==> src/rtl/dmwl_pkg.sv <==
// ----------------------------------------------------------------------------
// dmwl_pkg
// Shared types and constants of the monochrome window and level core:
// register map, pipeline region codes and the divider stage record.
// ----------------------------------------------------------------------------
package dmwl_pkg;

  localparam int PADDR_W = 5;

  localparam logic [2:0] REG_PIXEL_IS_BYTE     = 3'd0;
  localparam logic [2:0] REG_RESCALE_SLOPE     = 3'd1;
  localparam logic [2:0] REG_RESCALE_INTERCEPT = 3'd2;
  localparam logic [2:0] REG_WINDOW_CENTER     = 3'd3;
  localparam logic [2:0] REG_WINDOW_WIDTH      = 3'd4;

  localparam int REM_W = 30;
  localparam int DV_W  = 21;
  localparam int QUO_W = 8;

  typedef enum logic [1:0] {
    REGION_PAD  = 2'd0,
    REGION_LOW  = 2'd1,
    REGION_HIGH = 2'd2,
    REGION_MID  = 2'd3
  } region_t;

  typedef struct packed {
    region_t            region;
    logic               sat;
    logic [REM_W-1:0]   rem;
    logic [QUO_W-1:0]   quo;
  } div_t;

endpackage

==> src/rtl/dicom_mono_window_level_core.sv <==
// ----------------------------------------------------------------------------
// dicom_mono_window_level_core
// One pixel is taken per cycle while out_ready does not stall the output,
// set by the 15-stage pipeline with a one-bit-per-stage divider.
// Each stage advances on its own, so bubbles are squeezed out under stall.
// Synchronous reset clears all valid bits, the padding latch and the
// registers to their defaults; no clearing pass is needed.
// ----------------------------------------------------------------------------
module dicom_mono_window_level_core
  import dmwl_pkg::*;
(
  input  logic                      clk,
  input  logic                      rst,
  input  logic                      psel,
  input  logic                      penable,
  input  logic                      pwrite,
  input  logic [PADDR_W-1:0]        paddr,
  input  logic [31:0]               pwdata,
  output logic [31:0]               prdata,
  output logic                      pready,
  input  logic                      in_valid,
  output logic                      in_ready,
  input  logic signed [15:0]        raw_pixel,
  input  logic                      frame_start,
  output logic                      out_valid,
  input  logic                      out_ready,
  output logic [7:0]                gray_level,
  output logic                      was_padding
);

  localparam int NS = 15;
  localparam int ND = 7;

  localparam logic signed [33:0] BYTE_MAX = 34'sd255;
  localparam logic signed [33:0] WORD_MAX = 34'sd32767;
  localparam logic signed [33:0] WORD_MIN = -34'sd32768;

  logic                     pixel_is_byte;
  logic signed [31:0]       rescale_slope;
  logic signed [23:0]       rescale_intercept;
  logic signed [20:0]       window_center;
  logic [19:0]              window_width;
  logic [15:0]              padding_latch;

  logic signed [17:0]       lower;
  logic signed [17:0]       upper;
  logic [DV_W-1:0]          dv;
  logic [REM_W-1:0]         t255;

  logic signed [22:0]       lo_arg;
  logic signed [22:0]       hi_arg;
  logic signed [22:0]       lo_adj;
  logic signed [22:0]       hi_adj;
  logic [19:0]              wm16;

  logic [NS-1:0]            valid;
  logic [NS-1:0]            adv;

  logic                     s1_pad;
  logic signed [16:0]       s1_pix;
  logic                     s2_pad;
  logic signed [48:0]       s2_prod;
  logic                     s3_pad;
  logic signed [49:0]       s3_sum;
  logic                     s4_pad;
  logic signed [33:0]       s4_trunc;
  logic                     s5_pad;
  logic signed [15:0]       s5_p;
  region_t                  s6_region;
  logic signed [24:0]       s6_y;
  region_t                  s7_region;
  logic [REM_W-1:0]         s7_x;

  div_t                     div_st [ND];
  div_t                     div_in [ND];
  div_t                     div_next [ND];

  logic                     wr_en;
  logic [15:0]              pad_ref;
  logic [15:0]              cmp_mask;
  logic                     pad_hit;
  logic signed [16:0]       pix_sel;
  logic signed [49:0]       sum_next;
  logic signed [49:0]       sum_bias;
  logic signed [15:0]       p_next;
  logic signed [17:0]       p_ext;
  region_t                  region_next;
  logic signed [24:0]       y_next;
  logic [21:0]              y_low;
  logic [REM_W-1:0]         x_next;
  logic [REM_W-1:0]         dsh;
  logic [REM_W-1:0]         last_dsh;
  logic                     last_bit;
  logic [7:0]               gray_next;

  assign pready = 1'b1;
  assign wr_en  = psel & penable & pwrite & pready;

  always_ff @(posedge clk) begin
    if (rst) begin
      pixel_is_byte     <= 1'b0;
      rescale_slope     <= 32'sd65536;
      rescale_intercept <= 24'sd0;
      window_center     <= 21'sd6400;
      window_width      <= 20'd32000;
    end else if (wr_en) begin
      case (paddr[4:2])
        REG_PIXEL_IS_BYTE:     pixel_is_byte     <= pwdata[0];
        REG_RESCALE_SLOPE:     rescale_slope     <= pwdata;
        REG_RESCALE_INTERCEPT: rescale_intercept <= pwdata[23:0];
        REG_WINDOW_CENTER:     window_center     <= pwdata[20:0];
        REG_WINDOW_WIDTH:      window_width      <= pwdata[19:0];
        default: ;
      endcase
    end
  end

  always_comb begin
    case (paddr[4:2])
      REG_PIXEL_IS_BYTE:     prdata = {31'd0, pixel_is_byte};
      REG_RESCALE_SLOPE:     prdata = rescale_slope;
      REG_RESCALE_INTERCEPT: prdata = {8'd0, rescale_intercept};
      REG_WINDOW_CENTER:     prdata = {11'd0, window_center};
      REG_WINDOW_WIDTH:      prdata = {12'd0, window_width};
      default:               prdata = 32'd0;
    endcase
  end

  // Window bounds and divisor are registered from the configuration registers.
  always_comb begin
    lo_arg = {window_center[20], window_center, 1'b0} - $signed({3'd0, window_width});
    hi_arg = {window_center[20], window_center, 1'b0} + $signed({3'd0, window_width})
             - 23'sd32;
    lo_adj = lo_arg + (lo_arg[22] ? 23'sd31 : 23'sd0);
    hi_adj = hi_arg + (hi_arg[22] ? 23'sd31 : 23'sd0);
    wm16   = window_width - 20'd16;
  end

  always_ff @(posedge clk) begin
    lower <= lo_adj[22:5];
    upper <= hi_adj[22:5];
    dv    <= {wm16, 1'b0};
    t255  <= {1'b0, dv, 8'd0} - {9'd0, dv};
  end

  always_comb begin
    adv[NS-1] = !valid[NS-1] || out_ready;
    for (int i = NS - 2; i >= 0; i--) begin
      adv[i] = !valid[i] || adv[i+1];
    end
  end

  assign in_ready  = adv[0];
  assign out_valid = valid[NS-1];

  always_ff @(posedge clk) begin
    if (rst) begin
      valid         <= '0;
      padding_latch <= 16'd0;
    end else begin
      if (adv[0]) begin
        valid[0] <= in_valid;
      end
      for (int i = 1; i < NS; i++) begin
        if (adv[i]) begin
          valid[i] <= valid[i-1];
        end
      end
      if (in_valid && in_ready && frame_start) begin
        padding_latch <= raw_pixel;
      end
    end
  end

  always_comb begin
    pad_ref  = frame_start ? raw_pixel : padding_latch;
    cmp_mask = pixel_is_byte ? 16'h00FF : 16'hFFFF;
    pad_hit  = ((raw_pixel ^ pad_ref) & cmp_mask) == 16'd0;
    pix_sel  = pixel_is_byte ? $signed({9'd0, raw_pixel[7:0]})
                             : $signed({raw_pixel[15], raw_pixel});

    sum_next = $signed({s2_prod[48], s2_prod})
               + $signed({{18{rescale_intercept[23]}}, rescale_intercept, 8'd0});
    sum_bias = s3_sum + (s3_sum[49] ? 50'sd65535 : 50'sd0);

    if (pixel_is_byte) begin
      if (s4_trunc < 34'sd0) begin
        p_next = 16'sd0;
      end else if (s4_trunc > BYTE_MAX) begin
        p_next = 16'sd255;
      end else begin
        p_next = s4_trunc[15:0];
      end
    end else begin
      if (s4_trunc < WORD_MIN) begin
        p_next = -16'sd32768;
      end else if (s4_trunc > WORD_MAX) begin
        p_next = 16'sd32767;
      end else begin
        p_next = s4_trunc[15:0];
      end
    end

    p_ext = {{2{s5_p[15]}}, s5_p};
    if (s5_pad) begin
      region_next = REGION_PAD;
    end else if (p_ext <= lower) begin
      region_next = REGION_LOW;
    end else if (p_ext > upper) begin
      region_next = REGION_HIGH;
    end else begin
      region_next = REGION_MID;
    end
    y_next = $signed({{4{s5_p[15]}}, s5_p, 5'd0})
             - $signed({{3{window_center[20]}}, window_center, 1'b0})
             + $signed({5'd0, window_width});

    y_low  = s6_y[21:0];
    x_next = {y_low, 8'd0} - {8'd0, y_low};
  end

  always_ff @(posedge clk) begin
    if (adv[0]) begin
      s1_pad <= pad_hit;
      s1_pix <= pix_sel;
    end
    if (adv[1]) begin
      s2_pad  <= s1_pad;
      s2_prod <= s1_pix * rescale_slope;
    end
    if (adv[2]) begin
      s3_pad <= s2_pad;
      s3_sum <= sum_next;
    end
    if (adv[3]) begin
      s4_pad   <= s3_pad;
      s4_trunc <= sum_bias[49:16];
    end
    if (adv[4]) begin
      s5_pad <= s4_pad;
      s5_p   <= p_next;
    end
    if (adv[5]) begin
      s6_region <= region_next;
      s6_y      <= y_next;
    end
    if (adv[6]) begin
      s7_region <= s6_region;
      s7_x      <= x_next;
    end
  end

  // Restoring division of the interior term by 2(W-1), one quotient bit per stage.
  always_comb begin
    div_in[0].region = s7_region;
    div_in[0].sat    = s7_x >= t255;
    div_in[0].rem    = s7_x;
    div_in[0].quo    = '0;
    for (int j = 1; j < ND; j++) begin
      div_in[j] = div_st[j-1];
    end
    for (int j = 0; j < ND; j++) begin
      dsh         = {{(REM_W-DV_W){1'b0}}, dv} << (QUO_W - 1 - j);
      div_next[j] = div_in[j];
      if (div_in[j].rem >= dsh) begin
        div_next[j].rem              = div_in[j].rem - dsh;
        div_next[j].quo[QUO_W-1-j]   = 1'b1;
      end
    end
  end

  always_ff @(posedge clk) begin
    for (int j = 0; j < ND; j++) begin
      if (adv[7+j]) begin
        div_st[j] <= div_next[j];
      end
    end
  end

  always_comb begin
    last_dsh = {{(REM_W-DV_W){1'b0}}, dv};
    last_bit = div_st[ND-1].rem >= last_dsh;
    case (div_st[ND-1].region)
      REGION_PAD:  gray_next = 8'd0;
      REGION_LOW:  gray_next = 8'd0;
      REGION_HIGH: gray_next = 8'd255;
      REGION_MID:  gray_next = div_st[ND-1].sat ? 8'd255
                                                : {div_st[ND-1].quo[7:1], last_bit};
      default:     gray_next = 8'd0;
    endcase
  end

  always_ff @(posedge clk) begin
    if (adv[NS-1]) begin
      gray_level  <= gray_next;
      was_padding <= div_st[ND-1].region == REGION_PAD;
    end
  end

endmodule
==> config.mk <==
export PLATFORM = sky130hd
export DESIGN_NAME = dicom_mono_window_level_core
export DESIGN_NICKNAME = d
export VERILOG_FILES = /design/src/rtl/dmwl_pkg.sv /design/src/rtl/dicom_mono_window_level_core.sv
export SDC_FILE = /design/constraint.sdc
export NUM_CORES = 2
export LEC_CHECK = 0
export BUFFER_PORTS_ARGS = -buffer_cell sky130_fd_sc_hd__buf_2
export CORE_ASPECT_RATIO = 0.5
export CORE_UTILIZATION = 40
export CTS_CLUSTER_DIAMETER = 60
export DETAILED_ROUTE_END_ITERATION = 12
export PLACE_DENSITY_LB_ADDON = 0.1
export SLEW_MARGIN = 20
export SYNTH_ARGS = -nofsm -noshare
export SYNTH_HDL_FRONTEND = slang
export SYNTH_SLANG_ARGS = --single-unit
export TNS_END_PERCENT = 20
==> constraint.sdc <==
create_clock -name clk -period 14.1 [get_ports clk]
set_input_delay 4.23 -clock clk [delete_from_list [all_inputs] [get_ports clk]]
set_output_delay 4.23 -clock clk [all_outputs]
set_load 0.005 [all_outputs]
==> impl_metrics.csv <==
group,metric,value,unit
sta,worst_pin_slew,1.12,ns
logic_synthesis,synth-adder-area-share,27.4,%
detailed_routing,route.detailed.drc,0,
critical_path,crit_required,9.87,ns
detailed_routing,drt_wl_total,172000,um
critical_path,cp_slowest_stage_delay,0.64,ns
place,io_buffers,101,
layout,drive_above_1_share,5.94,%
detailed_routing,num_vias,45300,
global_routing,antenna_found_initial,4,
cts,cts_buffers,77,
flow_run,max_cap_violations,0,
logic_synthesis,synth-simple-area-share,15.3,%
global_routing,grt.busiest_layer,"met2",
logic_synthesis,synth_compound_area_share,12.4,%
sta,finalHoldViolations,0,
sta,post-route-min-period,11.80,ns
layout,fin_area,0.0662,mm^2
logic_synthesis,synth_cell_type_count,103,
sta,fmax,84.7,MHz
global_routing,grt_pass1_wl,268000,um
logic_synthesis,syn_area_per_cell,9.51,um^2
place,place_ws,2.18,ns
layout,finalNonFillerCells,8511,
logic_synthesis,syn-num-nets,7479,
sta,relSlewSlack,25.1,%
global_routing,grt_overflow,0,
hold_path,hp-class,"flip-flop to flip-flop",
cts,cts.sinks,706,
die,pin_count,105,
sta,setup_violations,0,
critical_path,start_kind,"primary input",
global_routing,groute.layer.met3.usage,2.76,%
cts,cts_buffer_depth,3,
cts,post-cts-setup-buffers,0,
global_routing,first_global_vias,47100,
detailed_routing,via_per_inst,5.32,
logic_synthesis,synth.top_cell.area_share,24.3,%
power_and_ir_drop,p_seq_share,38.5,%
sta,final_max_slew_viol_count,0,
power_and_ir_drop,p_int,5.63,mW
place,gp_congestion,0.891,
power_and_ir_drop,p_clk_share,23.1,%
logic_synthesis,synth.area.mux_share,0.650,%
detailed_routing,first_pass_iters,6,
power_and_ir_drop,cellLeakagePower,29.6,nW
power_and_ir_drop,ir_worst_vdd,0.0790,mV
cts,cts_root_buffer,"clkbuf_16",
cts,path_clk_slew,0.07,ns
detailed_routing,wire_per_inst,20.2,um
logic_synthesis,netlist_area,0.0608,mm^2
critical_path,critPathKind,"primary input to output port",
critical_path,cp.arrival,7.57,ns
place,dp.cells,8369,
sta,skew,0.0293,ns
die,die_w,553,um
logic_synthesis,yosysSeqAreaShare,31.3,%
power_and_ir_drop,p_sw_share,36.8,%
cts,cts_tree,"built",
global_routing,grt_max_degree,88,
die,core,0.150,mm^2
layout,area_growth,8.90,%
power_and_ir_drop,p_switching,3.28,mW
logic_synthesis,synthXorXnorAreaFrac,5.92,%
critical_path,slowest_stage,"or2_2",
logic_synthesis,synth_top_area_cell,"edfxtp_1",
global_routing,gr-usage-met2,39.5,%
logic_synthesis,synth_area_leaders,"edfxtp_1 24%, fa_1 17%, ha_1 11%, dfxtp_1 7.0%, inv_1 5.7%",
power_and_ir_drop,pwr-share-comb,38.4,%
detailed_routing,antenna_left,0,
sta,finalCritPeriodShare,83.7,%
critical_path,worstSetupEndpointType,"output port",
global_routing,grtUsageMet1,28.0,%
power_and_ir_drop,total_power,8.91,mW
sta,setup_ws,2.30,ns
logic_synthesis,ys_warn_count,0,
place,dpl.hpwl,132000,um
cts,cts_repair_resize_count,0,
die,row_count,100,
cts,htreeDepth,3,
logic_synthesis,synth_ff_type,"edfxtp_1",
logic_synthesis,synth.ff_latch_count,706,
logic_synthesis,syn_inst,6392,
critical_path,r2r_setup_slack,6.22,ns
place,post_dp_cell_area,0.0637,mm^2
status,status,"completed",
sta,holdWs,0.417,ns
sta,fin_tns_setup,0,ns
global_routing,grt_util_all_layers,22.5,%
critical_path,crit_chain,"buf_2, nor2b_1, and2_1, clkinv_1, nor2_1, and2_1, inv_1, buf_4, nor3_2, nand4_1, buf_4, or2_2, buf_2",
die,die_area,0.154,mm^2
die,die_h,278,um
cts,cts_hold_buf,0,
sta,rsz0062_at_grt,"false",
layout,final_util,44.2,%
die,initial_utilization,40.6,%
logic_synthesis,synth_top_family_by_area,"adder cells",
logic_synthesis,synth-edff-count,492,
critical_path,cp_max_fo,51,
cts,clock_latency,0.66,ns
logic_synthesis,async_flop_share,0,%
detailed_routing,initialDrtViolationCount,2716,
power_and_ir_drop,power.density,135,mW/mm^2
layout,finalNetCount,7546,
power groups by stage:
| stage | clock network [mW] | logic [mW] | registers [mW] |
|---|---|---|---|
| floorplan | 0 | 2.64 | 3.27 |
| global placement | 0 | 3.31 | 3.47 |
| detailed placement | 0 | 3.40 | 3.48 |
| CTS | 2.13 | 3.42 | 3.43 |
| global route | 2.20 | 3.85 | 3.48 |
| finish | 2.06 | 3.42 | 3.43 |
layout make-up:
| class | count | area (um^2) |
|---|---|---|
| Clock inverter | 44 | 364 |
| Inverter | 935 | 3510 |
| Sequential cell | 706 | 19100 |
| Timing Repair Buffer | 179 | 1090 |
| Multi-Input combinational cell | 4560 | 37500 |
| Antenna cell | 3 | 7.51 |
| Fill cell | 14400 | 83600 |
| Clock buffer | 95 | 2160 |
| Tap cell | 1989 | 2490 |
cells by family after synthesis:
family	count (synthesis)
other cells	1
buf+inv	1126
mux	34
flops	706
simple gates	1928
xor+xnor	410
fa+ha+maj	1026
compound gates	1161
final timing paths:
path	from	end	cells after the start
worst max-delay path	out_ready	in_ready	13
worst min-delay path	div_st[2][6]	div_st[3][6]	0
worst max register to register	s1_pix[15]	s2_prod[45]	21
worst min register to register	div_st[2][6]	div_st[3][6]	0
cells in the final DEF (no fill, tap or decap), drive strengths merged, types with 20 or more instances in the layout:
cell / Yosys / layout
a21boi: 20 / 20
buf: 10 / 179
or3: 32 / 32
a211oi: 31 / 31
clkinv: 3 / 30
a21oi: 392 / 392
nand3: 98 / 98
a22o: 23 / 23
dfxtp: 214 / 214
o21a: 57 / 57
and2: 235 / 235
nand4: 73 / 73
o21bai: 33 / 33
a221o: 26 / 26
mux2: 25 / 25
nand2b: 58 / 58
o211ai: 25 / 25
xor2: 159 / 159
nor2: 358 / 358
nor4: 53 / 53
clkbuf: 181 / 95
a21o: 159 / 159
ha: 514 / 514
inv: 932 / 944
nor2b: 64 / 64
nor3: 111 / 111
nand2: 730 / 730
xnor2: 251 / 251
edfxtp: 492 / 492
o21ai: 209 / 209
o31ai: 33 / 33
and3: 37 / 37
a31oi: 24 / 24
fa: 512 / 512
synth_stat cells, types with 26 or more instances:
cell type and instances:
nor2_1 356, inv_1 930, nand2_1 730, a21oi_1 392, nand3_1 98, nor2b_1 64, nor3_1 108, clkbuf_1 180
edfxtp_1 492, o21a_1 57, xnor2_1 250, fa_1 512, a21o_1 159, and2_1 232, o21ai_0 200, o21bai_1 33
xor2_1 159, ha_1 514, and3_1 37, o31ai_1 33, a211oi_1 29, dfxtp_1 214, or3_1 32, nand4_1 72
nor4_1 51, nand2b_1 58, a221o_1 26
metal layers:
layer | wire length, um | part of all wire, % | vias up
li1 | - | - | 21700
met1 | 74100 | 43 | 22300
met2 | 83700 | 49 | 1031
met3 | 7150 | 4.2 | 324
met4 | 7290 | 4.2 | 0
met5 | 0 | 0 | -
critical path: cells and delay by family:
family	cells	cell delay (ns)
buffers and inverters	6	1.11
and+or+nand+nor	7	2.21
state kept, by name (all words and copies together) (netlist names), 24 cells and up:
register and flops:
s2_prod 48, rescale_intercept 24, div_st 259, t255 29
s7_x 30, rescale_slope 32, s3_sum 49, s4_trunc 34
No activity file was read; power rests on OpenSTA's default activity.
